--- config.mk ---
export PLATFORM = sky130hd
export DESIGN_NAME = crc_checked_humidity_frame_decoder_core
export DESIGN_NICKNAME = d
export VERILOG_FILES = /design/src/design/chfd_pkg.sv /design/src/design/chfd_frame.sv /design/src/design/chfd_scale.sv /design/src/design/crc_checked_humidity_frame_decoder_core.sv
export SDC_FILE = /design/constraint.sdc
export NUM_CORES = 1
export LEC_CHECK = 0
export BUFFER_PORTS_ARGS = -buffer_cell sky130_fd_sc_hd__buf_2
export CAP_MARGIN = 20
export CORE_UTILIZATION = 40
export DETAILED_ROUTE_END_ITERATION = 16
export PLACE_DENSITY = 0.56
export SYNTH_ARGS = -nofsm -noshare
export SYNTH_HDL_FRONTEND = slang
export SYNTH_SLANG_ARGS = --single-unit
--- constraint.sdc ---
create_clock -name i_clk -period 4.7 [get_ports i_clk]
set_clock_uncertainty 0.15 [all_clocks]
set_input_delay 0.235 -clock i_clk [delete_from_list [all_inputs] [get_ports i_clk]]
set_output_delay 0.235 -clock i_clk [all_outputs]
set_load 0.02 [all_outputs]
--- src/design/chfd_pkg.sv ---
package chfd_pkg;

    // byte and word widths
    localparam int unsigned BYTE_W = 8;
    localparam int unsigned RAW_W  = 16;

    // crc-8 over each two-byte word
    localparam logic [BYTE_W-1:0] CRC_POLY = 8'h31;
    localparam logic [BYTE_W-1:0] CRC_INIT = 8'hFF;

    // scaling constants, full scale raw value is 65535
    localparam int unsigned TEMP_SPAN_W = 11;
    localparam int unsigned HUMI_SPAN_W = 10;
    localparam logic [TEMP_SPAN_W-1:0] TEMP_SPAN = 11'd1750;
    localparam logic [HUMI_SPAN_W-1:0] HUMI_SPAN = 10'd1000;
    localparam int unsigned TEMP_PROD_W = RAW_W + TEMP_SPAN_W;
    localparam int unsigned HUMI_PROD_W = RAW_W + HUMI_SPAN_W;
    localparam logic [RAW_W:0] RAW_FULL = 17'd65535;

    // result field widths
    localparam int unsigned TEMP_W = 12;
    localparam int unsigned HUMI_W = 10;
    localparam logic [TEMP_W-1:0] TEMP_OFFSET = 12'd450;
    localparam logic signed [TEMP_W-1:0] TEMP_MIN = -12'sd450;
    localparam logic signed [TEMP_W-1:0] TEMP_MAX = 12'sd1300;
    localparam logic [HUMI_W-1:0] HUMI_MAX = 10'd1000;

    // stream payload widths
    localparam int unsigned OUT_DATA_W = 24;

    // raw words of one complete frame
    typedef struct packed {
        logic             bad;
        logic [RAW_W-1:0] temp_raw;
        logic [RAW_W-1:0] humi_raw;
    } t_raw;

    // one byte of crc-8, msb first, no reflection
    function automatic logic [BYTE_W-1:0] crc8_byte(
        input logic [BYTE_W-1:0] crc,
        input logic [BYTE_W-1:0] data
    );
        logic [BYTE_W-1:0] c;
        c = crc ^ data;
        for (int k = 0; k < BYTE_W; k++) begin
            if (c[BYTE_W-1]) begin
                c = {c[BYTE_W-2:0], 1'b0} ^ CRC_POLY;
            end else begin
                c = {c[BYTE_W-2:0], 1'b0};
            end
        end
        return c;
    endfunction

endpackage

--- src/design/chfd_frame.sv ---
module chfd_frame (
    input  logic                        i_clk,
    input  logic                        i_rst_n,
    input  logic                        i_byte_vld,
    output logic                        o_byte_rdy,
    input  logic [chfd_pkg::BYTE_W-1:0] i_byte,
    input  logic                        i_start,
    output logic                        o_raw_vld,
    input  logic                        i_raw_rdy,
    output chfd_pkg::t_raw              o_raw
);
    import chfd_pkg::*;

    // byte position codes
    localparam logic [2:0] POS_TEMP_HI = 3'd0;
    localparam logic [2:0] POS_TEMP_LO = 3'd1;
    localparam logic [2:0] POS_TEMP_CRC = 3'd2;
    localparam logic [2:0] POS_HUMI_HI = 3'd3;
    localparam logic [2:0] POS_HUMI_LO = 3'd4;
    localparam logic [2:0] POS_HUMI_CRC = 3'd5;

    logic              r_in_vld;
    logic [BYTE_W-1:0] r_in_byte;
    logic              r_in_start;

    logic [2:0]        r_pos, n_pos;
    logic [BYTE_W-1:0] r_crc, n_crc;
    logic [RAW_W-1:0]  r_temp_raw, n_temp_raw;
    logic [BYTE_W-1:0] r_humi_hi, n_humi_hi;
    logic [BYTE_W-1:0] r_humi_lo, n_humi_lo;
    logic              r_temp_bad, n_temp_bad;

    logic              r_raw_vld;
    t_raw              r_raw, n_raw;

    logic [2:0]        pos;
    logic              is_last;
    logic              in_adv;

    // a frame mark always restarts at the first byte
    assign pos     = r_in_start ? POS_TEMP_HI : r_pos;
    assign is_last = (pos == POS_HUMI_CRC);
    assign in_adv  = r_in_vld && (!is_last || !r_raw_vld || i_raw_rdy);

    assign o_byte_rdy = !r_in_vld || in_adv;

    // input register
    always_ff @(posedge i_clk) begin
        if (!i_rst_n) begin
            r_in_vld <= 1'b0;
        end else if (o_byte_rdy) begin
            r_in_vld <= i_byte_vld;
        end
        if (o_byte_rdy && i_byte_vld) begin
            r_in_byte  <= i_byte;
            r_in_start <= i_start;
        end
    end

    // frame position, crc and raw word collection
    always_comb begin
        n_pos      = r_pos;
        n_crc      = r_crc;
        n_temp_raw = r_temp_raw;
        n_humi_hi  = r_humi_hi;
        n_humi_lo  = r_humi_lo;
        n_temp_bad = r_temp_bad;
        n_raw.bad      = r_temp_bad || (r_in_byte != r_crc);
        n_raw.temp_raw = r_temp_raw;
        n_raw.humi_raw = {r_humi_hi, r_humi_lo};
        case (pos)
            POS_TEMP_LO: begin
                n_crc      = crc8_byte(r_crc, r_in_byte);
                n_temp_raw = {r_temp_raw[RAW_W-1:BYTE_W], r_in_byte};
                n_pos      = POS_TEMP_CRC;
            end
            POS_TEMP_CRC: begin
                n_temp_bad = (r_in_byte != r_crc);
                n_crc      = CRC_INIT;
                n_pos      = POS_HUMI_HI;
            end
            POS_HUMI_HI: begin
                n_crc     = crc8_byte(CRC_INIT, r_in_byte);
                n_humi_hi = r_in_byte;
                n_pos     = POS_HUMI_LO;
            end
            POS_HUMI_LO: begin
                n_crc     = crc8_byte(r_crc, r_in_byte);
                n_humi_lo = r_in_byte;
                n_pos     = POS_HUMI_CRC;
            end
            POS_HUMI_CRC: begin
                n_crc = CRC_INIT;
                n_pos = POS_TEMP_HI;
            end
            default: begin
                // first byte, and any position that cannot arise
                n_crc      = crc8_byte(CRC_INIT, r_in_byte);
                n_temp_raw = {r_in_byte, {BYTE_W{1'b0}}};
                n_pos      = POS_TEMP_LO;
            end
        endcase
    end

    // frame state
    always_ff @(posedge i_clk) begin
        if (!i_rst_n) begin
            r_pos      <= POS_TEMP_HI;
            r_crc      <= CRC_INIT;
            r_temp_raw <= '0;
            r_humi_hi  <= '0;
            r_humi_lo  <= '0;
            r_temp_bad <= 1'b0;
        end else if (in_adv) begin
            r_pos      <= n_pos;
            r_crc      <= n_crc;
            r_temp_raw <= n_temp_raw;
            r_humi_hi  <= n_humi_hi;
            r_humi_lo  <= n_humi_lo;
            r_temp_bad <= n_temp_bad;
        end
    end

    // completed frame register
    always_ff @(posedge i_clk) begin
        if (!i_rst_n) begin
            r_raw_vld <= 1'b0;
        end else if (in_adv && is_last) begin
            r_raw_vld <= 1'b1;
        end else if (i_raw_rdy) begin
            r_raw_vld <= 1'b0;
        end
        if (in_adv && is_last) begin
            r_raw <= n_raw;
        end
    end

    assign o_raw_vld = r_raw_vld;
    assign o_raw     = r_raw;

endmodule

--- src/design/chfd_scale.sv ---
module chfd_scale (
    input  logic                            i_clk,
    input  logic                            i_rst_n,
    input  logic                            i_raw_vld,
    output logic                            o_raw_rdy,
    input  chfd_pkg::t_raw                  i_raw,
    output logic                            o_res_vld,
    input  logic                            i_res_rdy,
    output logic [chfd_pkg::TEMP_W-1:0]     o_temp,
    output logic [chfd_pkg::HUMI_W-1:0]     o_humi,
    output logic                            o_status
);
    import chfd_pkg::*;

    localparam int unsigned TEMP_Q_W = TEMP_PROD_W - RAW_W;
    localparam int unsigned HUMI_Q_W = HUMI_PROD_W - RAW_W;

    logic                   r_prod_vld;
    logic                   r_prod_bad;
    logic [TEMP_PROD_W-1:0] r_prod_temp;
    logic [HUMI_PROD_W-1:0] r_prod_humi;

    logic                   r_res_vld;
    logic [TEMP_W-1:0]      r_res_temp;
    logic [HUMI_W-1:0]      r_res_humi;
    logic                   r_res_status;

    logic                   res_free;
    logic                   prod_free;

    logic [TEMP_Q_W-1:0]    temp_q0;
    logic [RAW_W:0]         temp_rem;
    logic [TEMP_Q_W-1:0]    temp_q;
    logic [HUMI_Q_W-1:0]    humi_q0;
    logic [RAW_W:0]         humi_rem;
    logic [HUMI_Q_W-1:0]    humi_q;
    logic [TEMP_W-1:0]      temp_val;

    assign res_free  = !r_res_vld || i_res_rdy;
    assign prod_free = !r_prod_vld || res_free;
    assign o_raw_rdy = prod_free;

    // span multiplication
    always_ff @(posedge i_clk) begin
        if (!i_rst_n) begin
            r_prod_vld <= 1'b0;
        end else if (prod_free) begin
            r_prod_vld <= i_raw_vld;
        end
        if (prod_free && i_raw_vld) begin
            r_prod_bad  <= i_raw.bad;
            r_prod_temp <= TEMP_PROD_W'(TEMP_SPAN) * TEMP_PROD_W'(i_raw.temp_raw);
            r_prod_humi <= HUMI_PROD_W'(HUMI_SPAN) * HUMI_PROD_W'(i_raw.humi_raw);
        end
    end

    // divide by 65535: x = 65536*q0 + r gives remainder r + q0, one correction step
    always_comb begin
        temp_q0  = r_prod_temp[TEMP_PROD_W-1:RAW_W];
        temp_rem = {1'b0, r_prod_temp[RAW_W-1:0]} + (RAW_W+1)'(temp_q0);
        temp_q   = (temp_rem >= RAW_FULL) ? temp_q0 + 1'b1 : temp_q0;
        humi_q0  = r_prod_humi[HUMI_PROD_W-1:RAW_W];
        humi_rem = {1'b0, r_prod_humi[RAW_W-1:0]} + (RAW_W+1)'(humi_q0);
        humi_q   = (humi_rem >= RAW_FULL) ? humi_q0 + 1'b1 : humi_q0;
        temp_val = TEMP_W'(temp_q) - TEMP_OFFSET;
    end

    // result register, values forced to zero on a checksum error
    always_ff @(posedge i_clk) begin
        if (!i_rst_n) begin
            r_res_vld <= 1'b0;
        end else if (res_free) begin
            r_res_vld <= r_prod_vld;
        end
        if (res_free && r_prod_vld) begin
            r_res_status <= r_prod_bad;
            r_res_temp   <= r_prod_bad ? '0 : temp_val;
            r_res_humi   <= r_prod_bad ? '0 : HUMI_W'(humi_q);
        end
    end

    assign o_res_vld = r_res_vld;
    assign o_temp    = r_res_temp;
    assign o_humi    = r_res_humi;
    assign o_status  = r_res_status;

endmodule

--- src/design/crc_checked_humidity_frame_decoder_core.sv ---
// path: after its sixth byte is accepted, the result of a frame reaches the master side via
//   the input register, frame register, multiply register and result register, in that order
// throughput: one byte per cycle unless stalled; span multiply and divide are fully pipelined
// reset: synchronous active-low i_rst_n empties every stage and returns the frame
//   position to the first byte with the crc preset to 0xff
module crc_checked_humidity_frame_decoder_core (
    input  logic                                i_clk,
    input  logic                                i_rst_n,
    input  logic                                i_s_axis_tvalid,
    output logic                                o_s_axis_tready,
    // data_byte
    input  logic [chfd_pkg::BYTE_W-1:0]         i_s_axis_tdata,
    // frame_start
    input  logic                                i_s_axis_tuser,
    output logic                                o_m_axis_tvalid,
    input  logic                                i_m_axis_tready,
    // temperature_deci_c [11:0], humidity_deci_pct [21:12], zero pad [23:22]
    output logic [chfd_pkg::OUT_DATA_W-1:0]     o_m_axis_tdata,
    // status
    output logic                                o_m_axis_tuser
);
    import chfd_pkg::*;

    logic              raw_vld;
    logic              raw_rdy;
    t_raw              raw;
    logic [TEMP_W-1:0] temp;
    logic [HUMI_W-1:0] humi;

    // byte parsing and crc check
    chfd_frame u_frame (
        .i_clk      (i_clk),
        .i_rst_n    (i_rst_n),
        .i_byte_vld (i_s_axis_tvalid),
        .o_byte_rdy (o_s_axis_tready),
        .i_byte     (i_s_axis_tdata),
        .i_start    (i_s_axis_tuser),
        .o_raw_vld  (raw_vld),
        .i_raw_rdy  (raw_rdy),
        .o_raw      (raw)
    );

    // conversion to engineering units
    chfd_scale u_scale (
        .i_clk     (i_clk),
        .i_rst_n   (i_rst_n),
        .i_raw_vld (raw_vld),
        .o_raw_rdy (raw_rdy),
        .i_raw     (raw),
        .o_res_vld (o_m_axis_tvalid),
        .i_res_rdy (i_m_axis_tready),
        .o_temp    (temp),
        .o_humi    (humi),
        .o_status  (o_m_axis_tuser)
    );

    // output beat packing
    assign o_m_axis_tdata = {{(OUT_DATA_W - TEMP_W - HUMI_W){1'b0}}, humi, temp};

    // checksum error beats carry zero values
    a_err_zero: assert property (@(posedge i_clk) disable iff (!i_rst_n)
        o_m_axis_tvalid && o_m_axis_tuser |-> temp == '0 && humi == '0)
        else $error("checksum error beat with nonzero values");

    // good beats stay within the sensor range
    a_range: assert property (@(posedge i_clk) disable iff (!i_rst_n)
        o_m_axis_tvalid && !o_m_axis_tuser |->
            $signed(temp) >= TEMP_MIN && $signed(temp) <= TEMP_MAX && humi <= HUMI_MAX)
        else $error("converted value out of range");

    // a completed frame waiting on the scaler is held intact
    a_raw_hold: assert property (@(posedge i_clk) disable iff (!i_rst_n)
        raw_vld && !raw_rdy |=> raw_vld && $stable(raw))
        else $error("completed frame lost while stalled");

endmodule
Yosys cells after proc, flatten, opt, wreduce, memory -nomap -nowiden
Cells that the tools add are included.
Word-level totals
  bits in registers: 163
  output and inout port bits: 27
Cells by class
  add/subtract/negate cells: 5
  multiply operators: 2
  order comparisons: 2
  equality and inequality tests: 6
  muxes and demuxes: 66
  bitwise gates (word level): 34
  reduce and logical (&&, ||, !) cells: 25
Operator list (number)
  $mux 8: 28
  $mux 6: 30
  $not 3->3: 30
  $ge 17x16->1 const B: 2
  $pmux 16 s2: 1
  $pmux 8 s4: 1
  $mul 10x16->26 const A: 1
  $mul 7x16->23 const A: 1
  $add 16x10->17: 1
  $add 16x11->17: 1
  $pmux 3 s5: 1
  $sub 11x9->12 const B: 1
  $add 11x1->11 const B: 1
  $mux 11: 1
  $add 10x1->10 const B: 1
  $mux 10: 1
  $ne 8x8->1: 1
  $not 8->8: 1
  $reduce_and 2->1: 4
  $xor 8x8->8: 1
  $eq 3x2->1 const B: 2
  $eq 3x3->1 const B: 2
  $logic_or 1x1->1: 6
  $logic_and 1x1->1: 5
  other kinds (10): 16

Longest topological paths before layout
Gate-level depths: netlist (run 1).
  depth in word-level cells: 25
  gate-level depth with buffers: 21
  depth with buffers taken out: 20

By module
From an unflattened synthesis (run 1), not the netlist that was laid out.
Second synthesis, totals
  cells, all modules: 1360
  area, all modules: 14097.3 sq um
Modules (own cells, without submodules)
  chfd_scale: instances 1, cells an instance 1049, area each 10415.0 sq um, sequential area each 2232.1 sq um
  chfd_frame: instances 1, cells an instance 308, area each 3663.5 sq um, sequential area each 2182.1 sq um
  crc_checked_humidity_frame_decoder_core: instances 1, cells an instance 3, area each 18.8 sq um, sequential area each 0.0 sq um

Worst setup path before layout (run 1)
OpenSTA, ideal clock, no wires.
  kind: reg2reg
  start point: register u_frame.r_raw (netlist bit u_frame.o_raw[22])
  end point: register u_scale.r_prod_temp[26] (data pin)
  arrival: 4.704 ns
  setup slack: -0.414 ns
  cell stages (with the launch flop): 20
  period minus slack after synthesis: 5.114 ns
  path through: edfxtp_1 > ha_1 > inv_1 > fa_1 > inv_1 > fa_1 > fa_1 > inv_1 > fa_1 > inv_1 > ha_1 > o21ai_0 > a21oi_1 > nand4_1 > o21ai_0 > a21oi_1 > o21ai_0 > a21o_1 > a21oi_1 > xnor2_1
Between the ends
  word-level cells in the longest chain between the ends: 1
RTL lines
  start: declaration: RTL line chfd_frame.sv:34  | t_raw r_raw, n_raw;
  start signal: assignment: RTL line chfd_frame.sv:134  | r_raw <= n_raw;
  $mul 10x16->26: RTL line chfd_scale.sv:52  | r_prod_temp <= TEMP_PROD_W'(TEMP_SPAN) * TEMP_PROD_W'(i_raw.temp_raw);
  end signal: assignment: RTL line chfd_scale.sv:52
  end: declaration: RTL line chfd_scale.sv:20  | logic [TEMP_PROD_W-1:0] r_prod_temp;
No other way between the ends.
A chain may end at the register's enable or synchronous reset.

Worst setup path after layout (run 1)
  start point: register u_frame.r_raw (netlist bit u_frame.o_raw[23])
  end point: register u_scale.r_prod_temp[26] (data pin)
Same word-level chain as after synthesis.

==> results.py, run 1 <==
metrics = {
    "drt": {
        "route.detailed.drc": 0,
        "antenna_left": 0,
        "wl_per_cell_um": 13.9,
        "drt_iter0_drc": 376,
        "vias": 9508,
        "drt-total-wl_um": 27700,
        "first_pass_iters": 4,
        "via_per_inst": 4.79,
    },
    "synthesis": {
        "ys.flop_type": "edfxtp_1",
        "yosys-top-cells-area": "edfxtp_1, fa_1, ha_1",
        "synth_common_cells": "inv_1, ha_1, fa_1",
        "syn_avg_cell_area_um2": 10.4,
        "async_flop_share_pct": 0,
        "synthMostInstantiatedCell": "inv_1",
        "synth_seq_cells": 163,
        "synth_edf_count": 115,
        "synth-seq-area-share_pct": 32.1,
        "synth.top_cell.area_share_pct": 25.1,
        "ys_types": 79,
        "yosysTopAreaCell": "edfxtp_1",
        "ys_warn_count": 0,
        "syn_area_um2": 13700,
        "synth_cells": 1320,
    },
    "worst_hold_path": {
        "holdCritPathClass": "in -> reg",
        "hold_depth": 3,
    },
    "timing": {
        "max_freq_ghz": 0.205,
        "finalSetupTns_ns": -0.933,
        "fin_ws_ns": -0.188,
        "setup_viol": 11,
        "min_period_over_period_pct": 104,
        "slew_headroom_pct": 42.3,
        "worstMarginPinSlew_ns": 0.858,
        "rsz0062_at_grt": "yes",
        "whs_ns": 0.0701,
        "drv_slew": 0,
        "period_minus_slack_ns": 4.89,
        "finalHoldViolations": 0,
    },
    "worst_setup_path": {
        "cpPeakStageDelay_ns": 0.52,
        "crit_type": "reg -> reg",
        "crit_required_ns": 4.74,
        "cp_data_arrival_time_ns": 4.92,
        "slowest_stage": "fa_1",
        "worst_r2r_path_depth": 21,
        "path_cells": "buf_4, ha_4, inv_2, fa_1, inv_1, ha_4, fa_1, inv_1, fa_1, inv_2, ha_4, a21o_1, nor3_2, o21ai_2, a21boi_2, o21ai_2, a21oi_2, o21ai_2, a21o_1, a21oi_2, xnor2_1",
        "setup.worst_path.end_class": "flip-flop",
        "path_max_fanout": 5,
        "start_kind": "flip-flop",
    },
    "run_status": {
        "status": "finished, violations left",
        "violations": "negative setup slack",
    },
    "power_and_ir_drop": {
        "power.density_nw_per_um2": 182,
        "combPwrFrac_pct": 5.7,
        "p_int_uw": 2330,
        "p_sw_share_pct": 25.1,
        "peakVddDrop_uv": 250,
        "power_frac_seq_pct": 50.5,
        "p_total_uw": 3120,
        "p_leak_uw": 0.00756,
        "p_sw_uw": 783,
        "clockPowerShare_pct": 43.7,
    },
    "clock_tree": {
        "htreeDepth": 4,
        "clkLatencyLatePin_ns": 0.44,
        "path_clk_slew_ns": 0.07,
        "cts_tree": "yes",
        "cts-root-buf": "clkbuf_16",
        "cts.path.max_buffers": 2,
        "clock-sinks": 163,
        "numCtsBuffers": 17,
    },
    "placed_design": {
        "hpwl_um": 21700,
        "dpl.cell_count": 1911,
        "numPortBuffers": 37,
        "place_congestion": 0.849,
    },
    "layout": {
        "nets": 1815,
        "n_antenna_cell": 0,
        "fillers": 3070,
        "drive_gt1_share_pct": 25.4,
        "seqCellArea_um2": 4410,
        "fin_util_pct": 50.8,
        "fin_cells": 1987,
        "multi_input_area_um2": 9010,
        "syn_to_final_growth_pct": 24.5,
    },
    "die": {
        "initial_core_util_pct": 40.8,
        "dieWidth_um": 187,
        "rows": 67,
        "io_pins": 40,
        "core_um2": 33700,
        "dieArea_um2": 35100,
        "die_h_um": 187,
    },
    "global_routing": {
        "grt_pass1_wl_um": 46700,
        "grt_max_degree": 51,
        "track_usage_pct": 16.5,
        "antenna_found_initial": 0,
        "grt_overflow_total": 0,
        "grt_pass1_vias": 9738,
    },
    "flow_run": {
        "cap_violations": 0,
    },
}
-- layer usage --
metal	wire length, um	GRT usage, %	vias up
li1	-	-	4844
met1	13400	21.7	4514
met2	12900	27.5	110
met3	624	2.46	40
met4	654	5.91	0
met5	0	0	-
-- area by class of cell --
cell class / instances / area share, %
Clock inverter: 15 / 0.943
Sequential cell: 163 / 25.8
Clock buffer: 17 / 2.48
Tap cell: 448 / 3.27
Inverter: 232 / 5.09
Multi-Input combinational cell: 889 / 52.6
Timing Repair Buffer: 223 / 9.79
-- kinds of logic after synthesis --
family          after synthesis  synth area share, %
simple gates                286                 10.5
mux                          22                 1.61
fa+ha+maj                   276                 31.5
compound gates              200                 9.94
buf+inv                     269                 7.72
other cells                   1               0.0273
flops                       163                 32.1
xor+xnor                    103                 6.62
-- flip-flops by register name, indices dropped and copies added, names as in the netlist, 10 cells and up --
name,flops
u_scale.r_prod_humi,23
u_frame.o_raw,33
u_frame.r_temp_raw,16
u_scale.o_temp,12
u_scale.r_prod_temp,26
u_scale.o_humi,10
-- critical path, delay by kind of cell, from the launching register on --
family | cells | cell delay [ns]
adder cells (fa/ha/maj) | 6 | 2.25
AND/OR/NAND/NOR | 1 | 0.14
flip-flops | 1 | 0.50
buffers and inverters | 5 | 0.38
AO/OA/AOI/OAI | 8 | 1.13
XOR/XNOR | 1 | 0.07
-- worst paths after layout --
path / slack (ns) / endpoint / from
setup / recovery: -0.19 / u_scale.r_prod_temp[26] / u_frame.o_raw[23]
setup reg to reg: -0.19 / u_scale.r_prod_temp[26] / u_frame.o_raw[23]
hold / removal: 0.07 / u_scale.o_res_vld / i_m_axis_tready
hold reg to reg: 0.28 / u_frame.o_raw[21] / u_frame.r_temp_raw[5]
-- through the flow --
step / worst slack [ns] / cell area [um2]
4_1_cts: -0.150 / 16800
3_3_place_gp: -0.300 / 15500
3_5_place_dp: -0.335 / 15500
5_1_grt: -0.405 / 17100
2_1_floorplan: -0.134 / 13900
6_report: -0.188 / 17100
-- cells in the final DEF (no fill, tap or decap), types with 16 or more instances in the layout --
| master | netlist | routed |
|---|---|---|
| ha_1 | 159 | 130 |
| a21oi_1 | 43 | 27 |
| nor3_1 | 20 | 16 |
| dfxtp_1 | 48 | 48 |
| inv_2 | 0 | 21 |
| o21ai_0 | 33 | 22 |
| inv_1 | 232 | 211 |
| clkbuf_16 | 0 | 17 |
| buf_2 | 1 | 37 |
| nand3_1 | 26 | 25 |
| edfxtp_1 | 115 | 115 |
| xnor2_1 | 76 | 75 |
| mux2i_1 | 21 | 19 |
| nor2b_1 | 26 | 25 |
| fa_1 | 117 | 111 |
| nand2_1 | 73 | 71 |
| buf_4 | 2 | 160 |
| a21boi_0 | 22 | 19 |
| ha_4 | 0 | 25 |
| nor2_1 | 64 | 58 |
| xor2_1 | 26 | 26 |
-- power groups by stage --
stage               registers (uW)  logic (uW)  clock network (uW)
floorplan                     1580         160                   0
global placement              1610         167                   0
detailed placement            1610         168                   0
CTS                           1570         178                1400
global route                  1580         196                1460
finish                        1570         178                1360
-- repair_timing --
action	in CTS	in global routing
gates resized for setup	70	60
hold buffers	10	0
setup endpoints to repair	18	24
hold endpoints to repair	10	0
buffers inserted	27	11
pin swaps	62	79
Note: power is estimated with default switching activity, not from simulation.
==> run 2: changes to the inputs <==
- REMOVE_ABC_BUFFERS: not set -> 1
==> run 2 against run 1 <==
The run still ends with negative setup slack left. Critical path depth fell by 1. Design area grew 2.5%. First-iteration DRC count shrank 11%. Die area unchanged. Sequential power hardly changed. Clock power about the same. Critical path type unchanged. Setup slack lost 0.059 ns. Combinational power about the same. Via count increased by 1.8%. Highest routed layer unchanged. Cell count up 2.3%.
==> results.py, run 2 (synthesis gave the netlist of run 1 again) <==
metrics = {
    "run_status": {
        "status": "finished, violations left",
        "violations": "negative setup slack",
    },
    "power_and_ir_drop": {
        "power.density_nw_per_um2": 177,
        "peakVddDrop_uv": 260,
        "p_leak_uw": 0.00780,
    },
    "clock_tree": {
        "cts_tree": "yes",
        "path_clk_slew_ns": 0.07,
        "clock-sinks": 163,
        "cts.path.max_buffers": 2,
        "clkLatencyLatePin_ns": 0.45,
        "htreeDepth": 4,
        "numCtsBuffers": 17,
        "cts-root-buf": "clkbuf_16",
    },
    "layout": {
        "largest_reg_flops": 33,
        "fin_cells": 2032,
        "drive_gt1_share_pct": 28.3,
        "nets": 1860,
        "final_common_cell": "inv_1",
        "syn_to_final_growth_pct": 27.7,
        "n_antenna_cell": 0,
        "fillers": 3009,
        "final_cell_mix": "inv_1, buf_4, ha_1",
    },
    "die": {
        "dieWidth_um": 187,
        "die_h_um": 187,
        "io_pins": 40,
        "rows": 67,
        "dieArea_um2": 35100,
        "initial_core_util_pct": 40.8,
        "core_um2": 33700,
    },
    "worst_setup_path": {
        "regToRegSetupSlack_ns": -0.25,
        "cp_data_arrival_time_ns": 4.99,
        "rr_startpoint": "u_frame.o_raw[23]",
        "crit_type": "reg -> reg",
        "reg2reg_to": "u_scale.r_prod_temp[25]",
        "cp-startpoint": "u_frame.o_raw[23]",
        "start_kind": "flip-flop",
        "cp-endpoint": "u_scale.r_prod_temp[25]",
        "setup.worst_path.end_class": "flip-flop",
        "crit_required_ns": 4.74,
        "path_max_fanout": 2,
        "worst_r2r_path_depth": 20,
    },
    "drt": {
        "route.detailed.drc": 0,
        "first_pass_iters": 4,
        "drt_iter0_drc": 333,
        "antenna_left": 0,
        "vias": 9680,
        "drt-total-wl_um": 28200,
        "via_per_inst": 4.76,
        "wl_per_cell_um": 13.9,
    },
    "global_routing": {
        "grt_pass1_vias": 9752,
        "grt_overflow_total": 0,
        "antenna_found_initial": 0,
        "track_usage_pct": 16.5,
        "grt_max_degree": 51,
        "grt_pass1_wl_um": 46900,
    },
    "flow_run": {
        "cap_violations": 0,
    },
    "placed_design": {
        "dpl.cell_count": 1939,
        "numPortBuffers": 37,
        "hpwl_um": 21800,
        "place_congestion": 0.845,
    },
    "timing": {
        "min_period_over_period_pct": 105,
        "slew_headroom_pct": 46.5,
        "setup_viol": 9,
        "finalHoldViolations": 0,
        "drv_slew": 0,
        "period_minus_slack_ns": 4.95,
        "fin_ws_ns": -0.247,
        "rsz0062_at_grt": "yes",
        "worstMarginPinSlew_ns": 0.796,
        "max_freq_ghz": 0.202,
        "whs_ns": 0.0579,
    },
    "worst_hold_path": {
        "holdCritPathClass": "in -> reg",
    },
}
run 2: cell count changes in the layout (fill, tap and decap cells not counted), moves of 3 or more:
cell / previous run / this run
o21ai_1: 9 / 6
buf_4: 160 / 197
inv_1: 211 / 205
nand2_1: 71 / 68
nand2_2: 2 / 5
ha_1: 130 / 127
ha_4: 25 / 29
inv_2: 21 / 27
clkinv_2: 0 / 3
clkinv_8: 3 / 0
buf_6: 15 / 24
run 2: worst min path at each step:
stage / to / startpoint / depth (start not counted)
final: u_scale.o_res_vld / i_m_axis_tready / 3
after global routing: u_scale.o_res_vld / i_m_axis_tready / 3
after CTS: u_scale.o_res_vld / i_m_axis_tready / 3
after detailed placement: u_frame.r_in_byte[7] / i_s_axis_tdata[7] / 1
after global placement: u_frame.r_in_byte[6] / i_s_axis_tdata[6] / 1
after floorplan: u_frame.r_crc[0] / i_rst_n / 1
run 2: per-layer routing:
| layer | track usage (%) | wire [um] |
|---|---|---|
| met1 | 21.8 | 13800 |
| met2 | 27.8 | 13400 |
| met3 | 2.25 | 529 |
| met4 | 5.19 | 473 |
| met5 | 0 | 0 |
run 2: critical path, stage by stage, from the launching register on:
cell	delay, ns
edfxtp_1	0.42
buf_6	0.15
ha_4	0.27
inv_2	0.04
fa_1	0.52
inv_1	0.05
fa_1	0.46
fa_1	0.49
inv_1	0.05
fa_1	0.49
inv_2	0.05
ha_4	0.21
o21a_1	0.21
nor2_4	0.16
a2111oi_4	0.05
buf_4	0.15
o2111ai_4	0.19
nand4_1	0.15
a31o_2	0.24
a21oi_2	0.13
xnor2_1	0.08
run 2: what timing repair did:
action / CTS / global route
endpoints found under the hold margin: 10 / 0
setup endpoints to repair: 21 / 25
setup buffers: 37 / 21
hold buffers: 10 / 0
cloned: 0 / 0
gates resized for setup: 113 / 73
pin swaps: 85 / 90
run 2: power breakdown:
group	switching, uW	total, uW	internal [uW]
clock	607	1350	743
combinational	92.8	178	85.6
sequential	36.4	1580	1540
run 2: layout make-up:
class	instances	area, um2	share of cell area (%)
clock buffer	17	425	2.42
clock inverter	15	146	0.834
inverter	232	871	4.96
multi-input combinational	889	9100	51.8
sequential	163	4410	25.2
tap	448	561	3.19
timing repair buffer	268	2030	11.6
run 2: per-stage QoR:
stage	instance area (um2)	setup slack [ns]	setup TNS, ns	util [%]	total power [uW]
6_report	17500	-0.247	-1.27	52.1	3100
2_1_floorplan	13600	-0.414	-12.86	-	1730
4_1_cts	17100	-0.186	-1.11	50.8	3140
5_1_grt	17500	-0.421	-3.64	52.1	3220
3_3_place_gp	15600	-0.451	-3.91	46.3	1770
3_5_place_dp	15600	-0.544	-5.01	46.3	1780
